--- src/rtl/core/dkd_pkg.sv ---
`default_nettype none
package dkd_pkg;

  localparam int unsigned NUM_KEYS      = 2;
  localparam int unsigned STAMP_W       = 32;
  localparam int unsigned TIME_W        = 16;
  localparam int unsigned EVENT_W       = 3;
  localparam int unsigned IN_TDATA_W    = 40;
  localparam int unsigned OUT_TDATA_W   = 8;
  localparam int unsigned KEY_BIT_BASE  = 32;

  localparam logic [TIME_W-1:0] DEBOUNCE_RESET   = 16'd30;
  localparam logic [TIME_W-1:0] LONG_PRESS_RESET = 16'd500;

  typedef enum logic [0:0] {
    REG_DEBOUNCE_TIME   = 1'b0,
    REG_LONG_PRESS_TIME = 1'b1
  } reg_index_t;

  typedef enum logic [EVENT_W-1:0] {
    EV_NONE       = 3'd0,
    EV_KEY0_SHORT = 3'd1,
    EV_KEY1_SHORT = 3'd2,
    EV_KEY0_LONG  = 3'd3,
    EV_KEY1_LONG  = 3'd4
  } event_code_t;

  typedef struct packed {
    logic is_short;
    logic is_long;
  } key_event_t;

endpackage
`default_nettype wire

--- src/rtl/core/dual_key_debounce_long_press_unit.sv ---
// A scan's event code is registered at the output, or in the skid entry on a stall.
// Throughput: one scan per cycle while the skid entry is empty; lanes update on accept.
// A two-entry output buffer takes one more scan into the skid entry on an output stall.
// Reset (rst, synchronous): keys released, stamps and flags cleared,
// debounce time 30 and long press time 500.
`default_nettype none
module dual_key_debounce_long_press_unit (
  input  wire logic                               clk,
  input  wire logic                               rst,
  input  wire logic                               s_tvalid,
  output logic                                    s_tready,
  // now_time[31:0], key0_level[32], key1_level[33], zero fill
  input  wire logic [dkd_pkg::IN_TDATA_W-1:0]     s_tdata,
  output logic                                    m_tvalid,
  input  wire logic                               m_tready,
  // event_code[2:0], zero fill
  output logic [dkd_pkg::OUT_TDATA_W-1:0]         m_tdata,
  input  wire logic                               cfg_we,
  input  wire logic                               cfg_index,
  input  wire logic [dkd_pkg::TIME_W-1:0]         cfg_data
);
  import dkd_pkg::*;

  logic [TIME_W-1:0]                debounce_time;
  logic [TIME_W-1:0]                long_press_time;
  logic                             accept;
  key_event_t [NUM_KEYS-1:0]        key_events;
  event_code_t                      event_code;

  always_ff @(posedge clk) begin
    if (rst) begin
      debounce_time   <= DEBOUNCE_RESET;
      long_press_time <= LONG_PRESS_RESET;
    end else if (cfg_we) begin
      unique case (reg_index_t'(cfg_index))
        REG_DEBOUNCE_TIME:   debounce_time   <= cfg_data;
        REG_LONG_PRESS_TIME: long_press_time <= cfg_data;
        default: ;
      endcase
    end
  end

  assign accept = s_tvalid && s_tready;

  for (genvar k = 0; k < NUM_KEYS; k++) begin : g_lane
    dkd_lane u_lane (
      .clk             (clk),
      .rst             (rst),
      .accept          (accept),
      .now_time        (s_tdata[STAMP_W-1:0]),
      .key_level       (s_tdata[KEY_BIT_BASE+k]),
      .debounce_time   (debounce_time),
      .long_press_time (long_press_time),
      .key_event       (key_events[k])
    );
  end

  dkd_merge u_merge (
    .clk        (clk),
    .rst        (rst),
    .accept     (accept),
    .key_events (key_events),
    .in_ready   (s_tready),
    .out_valid  (m_tvalid),
    .out_ready  (m_tready),
    .event_code (event_code)
  );

  assign m_tdata = {{(OUT_TDATA_W-EVENT_W){1'b0}}, event_code};

endmodule
`default_nettype wire

--- src/rtl/core/dkd_lane.sv ---
`default_nettype none
module dkd_lane (
  input  wire logic                          clk,
  input  wire logic                          rst,
  input  wire logic                          accept,
  input  wire logic [dkd_pkg::STAMP_W-1:0]   now_time,
  input  wire logic                          key_level,
  input  wire logic [dkd_pkg::TIME_W-1:0]    debounce_time,
  input  wire logic [dkd_pkg::TIME_W-1:0]    long_press_time,
  output dkd_pkg::key_event_t                key_event
);
  import dkd_pkg::*;

  logic               raw_last;
  logic               level_stable;
  logic [STAMP_W-1:0] change_stamp;
  logic [STAMP_W-1:0] press_stamp;
  logic               held_flag;
  logic               long_reported;

  logic               level_stable_next;
  logic [STAMP_W-1:0] change_stamp_next;
  logic [STAMP_W-1:0] press_stamp_next;
  logic               held_flag_next;
  logic               long_reported_next;

  logic               deb_ok;
  logic               settle;
  logic               press;
  logic               release_ev;
  logic               long_hit;

  always_comb begin
    change_stamp_next  = (key_level != raw_last) ? now_time : change_stamp;
    deb_ok             = (now_time - change_stamp_next) >=
                         {{(STAMP_W-TIME_W){1'b0}}, debounce_time};
    settle             = deb_ok && (level_stable != key_level);
    press              = settle && !key_level;
    release_ev         = settle && key_level;
    level_stable_next  = settle ? key_level : level_stable;
    held_flag_next     = press ? 1'b1 : (release_ev ? 1'b0 : held_flag);
    press_stamp_next   = press ? now_time : press_stamp;
    long_hit           = held_flag_next && !(press ? 1'b0 : long_reported) &&
                         ((now_time - press_stamp_next) >=
                          {{(STAMP_W-TIME_W){1'b0}}, long_press_time});
    long_reported_next = long_hit ? 1'b1 : (press ? 1'b0 : long_reported);
    key_event.is_short = release_ev && !long_reported;
    key_event.is_long  = long_hit;
  end

  always_ff @(posedge clk) begin
    if (rst) begin
      raw_last      <= 1'b1;
      level_stable  <= 1'b1;
      change_stamp  <= '0;
      press_stamp   <= '0;
      held_flag     <= 1'b0;
      long_reported <= 1'b0;
    end else if (accept) begin
      raw_last      <= key_level;
      level_stable  <= level_stable_next;
      change_stamp  <= change_stamp_next;
      press_stamp   <= press_stamp_next;
      held_flag     <= held_flag_next;
      long_reported <= long_reported_next;
    end
  end

endmodule
`default_nettype wire

--- src/rtl/core/dkd_merge.sv ---
`default_nettype none
module dkd_merge (
  input  wire logic                                clk,
  input  wire logic                                rst,
  input  wire logic                                accept,
  input  wire dkd_pkg::key_event_t [dkd_pkg::NUM_KEYS-1:0] key_events,
  output logic                                     in_ready,
  output logic                                     out_valid,
  input  wire logic                                out_ready,
  output dkd_pkg::event_code_t                     event_code
);
  import dkd_pkg::*;

  event_code_t merged;
  event_code_t skid_code;
  logic        skid_valid;

  always_comb begin
    priority if (key_events[0].is_long)  merged = EV_KEY0_LONG;
    else if     (key_events[1].is_long)  merged = EV_KEY1_LONG;
    else if     (key_events[0].is_short) merged = EV_KEY0_SHORT;
    else if     (key_events[1].is_short) merged = EV_KEY1_SHORT;
    else                                 merged = EV_NONE;
  end

  assign in_ready = !skid_valid;

  always_ff @(posedge clk) begin
    if (rst) begin
      out_valid  <= 1'b0;
      skid_valid <= 1'b0;
    end else if (!out_valid || out_ready) begin
      out_valid  <= skid_valid || accept;
      skid_valid <= 1'b0;
    end else if (accept) begin
      skid_valid <= 1'b1;
    end
  end

  always_ff @(posedge clk) begin
    if (!out_valid || out_ready) begin
      event_code <= skid_valid ? skid_code : merged;
    end else if (accept) begin
      skid_code <= merged;
    end
  end

endmodule
`default_nettype wire

--- config.mk ---
export PLATFORM = sky130hd
export DESIGN_NAME = dual_key_debounce_long_press_unit
export DESIGN_NICKNAME = d
export VERILOG_FILES = /design/src/rtl/core/dkd_pkg.sv /design/src/rtl/core/dual_key_debounce_long_press_unit.sv /design/src/rtl/core/dkd_lane.sv /design/src/rtl/core/dkd_merge.sv
export SDC_FILE = /design/constraint.sdc
export NUM_CORES = 1
export LEC_CHECK = 0
export BUFFER_PORTS_ARGS = -buffer_cell sky130_fd_sc_hd__buf_4
export CAP_MARGIN = 25
export CORE_AREA = 10 10 233 179
export CTS_BUF_LIST = sky130_fd_sc_hd__clkbuf_8
export CTS_CLUSTER_DIAMETER = 40
export DETAILED_ROUTE_END_ITERATION = 7
export DIE_AREA = 0 0 243 189
export GPL_ROUTABILITY_DRIVEN = 0
export MAX_ROUTING_LAYER = met4
export PLACE_DENSITY = 0.64
export RECOVER_POWER = 100
export SLEW_MARGIN = 20
export SYNTH_ARGS = -nofsm -noshare
export SYNTH_HDL_FRONTEND = slang
export SYNTH_SLANG_ARGS = --single-unit
--- constraint.sdc ---
create_clock -name clk -period 22.8 [get_ports clk]
set_input_delay 1.14 -clock clk [delete_from_list [all_inputs] [get_ports clk]]
set_output_delay 1.14 -clock clk [all_outputs]
set_load 0.05 [all_outputs]
==> impl_metrics.sql <==
INSERT INTO impl_metrics (metric_group, metric, value, unit) VALUES
('run_status', 'run_status', 'finished with violations', ''),
('run_status', 'violations', 'max-capacitance violations, max-slew violations', ''),
('routing', 'post_drt_wl_per_cell', '19.2', 'µm'),
('pwr', 'power.share.switching', '44.3', '%'),
('sta', 'timing.slew.headroom', '-130', '%'),
('critical_path', 'timing.critical_path.arrival', '15.94', 'ns'),
('clock_network', 'cts.sinks', '176', ''),
('floorplan', 'core_area', '36900', 'µm²'),
('yosys', 'portion_of_the_post_synthesis_area_used_by_sequential_elements', '20.8', '%'),
('global_route', 'grt_util_all_layers', '22.9', '%'),
('critical_path', 'cp_slowest_cell', 'sky130_fd_sc_hd__clkbuf_1', ''),
('routing', 'ant_nets', '0', ''),
('floorplan', 'chipWidth', '243', 'µm'),
('sta', 'fin_worst_skew', '0.0228', 'ns'),
('clock_network', 'holdBufCountCts', '0', ''),
('min_path', 'min-delay-path-class', 'reg2reg', ''),
('yosys', 'synth_area', '17200', 'µm²'),
('sta', 'finalCritPeriodShare', '68.6', '%'),
('pwr', 'power.net_switching', '522', 'µW'),
('yosys', 'share_of_the_synthesized_area_in_the_top_cell_type', '19.7', '%'),
('clock_network', 'cts_max_path_buffers', '2', ''),
('sta', 'worst-slew-pin-transition', '3.45', 'ns'),
('placed_design', 'detailedPlacementHpwl', '40800', 'µm'),
('critical_path', 'r2r_end', 'u_merge.event_code[1]', ''),
('critical_path', 'number_of_cells_on_the_worst_reg_to_reg_path', '44', ''),
('pwr', 'worst_ir_drop_vdd', '0.0348', 'mV'),
('global_route', 'overflow', '0', ''),
('sta', 'max_clock_freq', '63.9', 'MHz'),
('routing', 'wirelength', '53100', 'µm'),
('layout', 'design_area', '18300', 'µm²'),
('pwr', 'clock_power_share', '20.7', '%'),
('flow_run', 'timing.max_cap.violations', '6', ''),
('layout', 'final_nets', '2485', ''),
('yosys', 'ys.warnings.count', '0', ''),
('sta', 'layout_min_cycle_time', '15.65', 'ns'),
('layout', 'n_fill_cell', '3641', ''),
('pwr', 'power_leakage', '7.64', 'nW'),
('yosys', 'synth_top_cell_by_area', 'sky130_fd_sc_hd__dfxtp_1', ''),
('floorplan', 'io-pin-count', '72', ''),
('routing', 'drc', '0', ''),
('clock_network', 'htree_levels', '4', ''),
('global_route', 'maximum_number_of_pins_on_one_net_before_global_route_repair', '86', ''),
('routing', 'num_vias', '16900', ''),
('min_path', 'holdCritStartpoint', 'g_lane[0].u_lane.change_stamp[12]', ''),
('placed_design', 'worst_setup_slack_before_clock_tree_synthesis', '9.34', 'ns'),
('sta', 'setup_violations', '0', ''),
('sta', 'slew_viols_final', '280', ''),
('yosys', 'synth_ff_type', 'sky130_fd_sc_hd__dfxtp_1', ''),
('yosys', 'yosysMostFrequentCell', 'sky130_fd_sc_hd__nand2_1', ''),
('yosys', 'netlist_top_cells_area', 'sky130_fd_sc_hd__dfxtp_1 20%, sky130_fd_sc_hd__ha_1 13%, sky130_fd_sc_hd__mux2i_1 8.4%', ''),
('global_route', 'grt_pass1_vias', '15400', ''),
('global_route', 'grt_antenna_before_repair', '0', ''),
('critical_path', 'timing_worst_setup_path_type', 'in2reg', ''),
('pwr', 'share_comb_of_total_power', '50.3', '%'),
('critical_path', 'worst-path-max-fanout', '34', ''),
('layout', 'layout-area-overhead-vs-synth', '6.37', '%'),
('routing', 'post_drt_via_cell_ratio', '6.10', ''),
('layout', 'regArea', '3580', 'µm²'),
('critical_path', 'max_stage_delay', '1.61', 'ns'),
('floorplan', 'fp-row-count', '61', ''),
('yosys', 'synth_edf_count', '6', ''),
('layout', 'drive_above_1_share', '6.02', '%'),
('sta', 'hold_violation_total_from_the_final_report', '0', ''),
('yosys', 'synth.ff_latch_count', '176', ''),
('clock_network', 'clk_slew_on_worst_s_h_paths', '0.11', 'ns'),
('critical_path', 'reg2reg_setup_slack', '7.63', 'ns'),
('pwr', 'internal_power', '657', 'µW'),
('placed_design', 'instance_count_after_placement_with_tap_cells_included', '2731', ''),
('sta', 'unrepaired_setup_endpoints_after_global_routing', 'false', ''),
('sta', 'holdWs', '0.459', 'ns'),
('yosys', 'synthArstFlopShare', '0', '%');
==> registers in the layout, indices dropped and copies added, names as in the netlist <==
name,count
g_lane.u_lane.level_stable,2
u_merge.skid_valid,1
debounce_time,16
g_lane.u_lane.raw_last,2
g_lane.u_lane.change_stamp,64
long_press_time,16
g_lane.u_lane.held_flag,2
u_merge.event_code,3
u_merge.out_valid,1
g_lane.u_lane.press_stamp,64
u_merge.skid_code,3
g_lane.u_lane.long_reported,2
==> power by group through the flow <==
stage               Clock [mW]  Sequential, mW  Combinational [mW]
finish                   0.245           0.341               0.594
detailed placement           0           0.348               0.582
global placement             0           0.347               0.567
global route             0.260           0.344               0.656
floorplan                    0           0.348               0.438
CTS                      0.249           0.341               0.585
==> layout make-up <==
class / count / share of cell area [%]
inverters: 96 / 1.96
clock inverters: 15 / 0.996
multi-input cells: 1881 / 70.0
well taps: 504 / 3.44
repair buffers: 75 / 2.80
flip-flops and latches: 176 / 19.5
clock buffers: 17 / 1.28
==> metal layers <==
metal  track usage, %  up-vias  wire length (µm)
li1                 -     8237                 -
met1             32.1     7958             25900
met2             33.7      594             22400
met3             3.94       82              3960
met4             5.47        0               869
met5                -        -                 0
==> critical path, delay by kind of cell <==
family,cells,cell delay [ns]
compound gates,15,4.46
xor+xnor,3,0.57
fa+ha+maj,4,1.39
buf+inv,3,2.96
mux,3,1.21
simple gates,17,4.09
==> placed cells by master (no fill, tap or decap), types with 14 or more instances in the layout <==
cell / Yosys / final
sky130_fd_sc_hd__a211oi_1: 71 / 70
sky130_fd_sc_hd__a21o_1: 66 / 66
sky130_fd_sc_hd__a21oi_1: 203 / 205
sky130_fd_sc_hd__a31oi_1: 19 / 19
sky130_fd_sc_hd__and3_1: 24 / 24
sky130_fd_sc_hd__buf_4: 5 / 59
sky130_fd_sc_hd__clkbuf_1: 90 / 14
sky130_fd_sc_hd__clkbuf_8: 0 / 17
sky130_fd_sc_hd__dfxtp_1: 170 / 170
sky130_fd_sc_hd__ha_1: 173 / 173
sky130_fd_sc_hd__inv_1: 96 / 96
sky130_fd_sc_hd__mux2i_1: 145 / 145
sky130_fd_sc_hd__nand2_1: 249 / 249
sky130_fd_sc_hd__nand2b_1: 40 / 40
sky130_fd_sc_hd__nand3_1: 42 / 42
sky130_fd_sc_hd__nand4_1: 28 / 28
sky130_fd_sc_hd__nor2_1: 239 / 238
sky130_fd_sc_hd__nor2b_1: 29 / 28
sky130_fd_sc_hd__nor3_1: 49 / 49
sky130_fd_sc_hd__nor4_1: 17 / 17
sky130_fd_sc_hd__o211ai_1: 26 / 26
sky130_fd_sc_hd__o21a_1: 25 / 25
sky130_fd_sc_hd__o21ai_0: 92 / 95
sky130_fd_sc_hd__o21bai_1: 23 / 23
sky130_fd_sc_hd__xnor2_1: 43 / 44
sky130_fd_sc_hd__xor2_1: 32 / 31
==> logic make-up (layout without fill, tap and decap cells) <==
kind of cell               after synthesis  in the layout  synth area share [%]
AOI/OAI and AO/OA                      670            670                  26.3
xor gates and xnor gates                77             77                  4.06
adders and majority gates              186            186                  13.5
buffers and inverters                  209            203                  4.78
DFF                                    176            176                  20.8
muxes                                  154            154                  9.05
other                                    1              5                0.0217
and+or+nand+nor                        789            789                  21.6
==> worst max path at each step <==
stage / start / end / slack (ns) / cells after the start
after floorplan: s_tdata[33] / u_merge.event_code[2] / 11.47 / 46
after global placement: s_tdata[32] / u_merge.event_code[1] / 9.63 / 48
after detailed placement: s_tdata[32] / u_merge.event_code[1] / 9.34 / 49
after CTS: s_tdata[32] / u_merge.event_code[1] / 9.90 / 49
after global routing: s_tdata[33] / u_merge.event_code[2] / 5.91 / 48
final: s_tdata[32] / u_merge.event_code[1] / 7.15 / 45
Power figures use the tool's default switching activity.
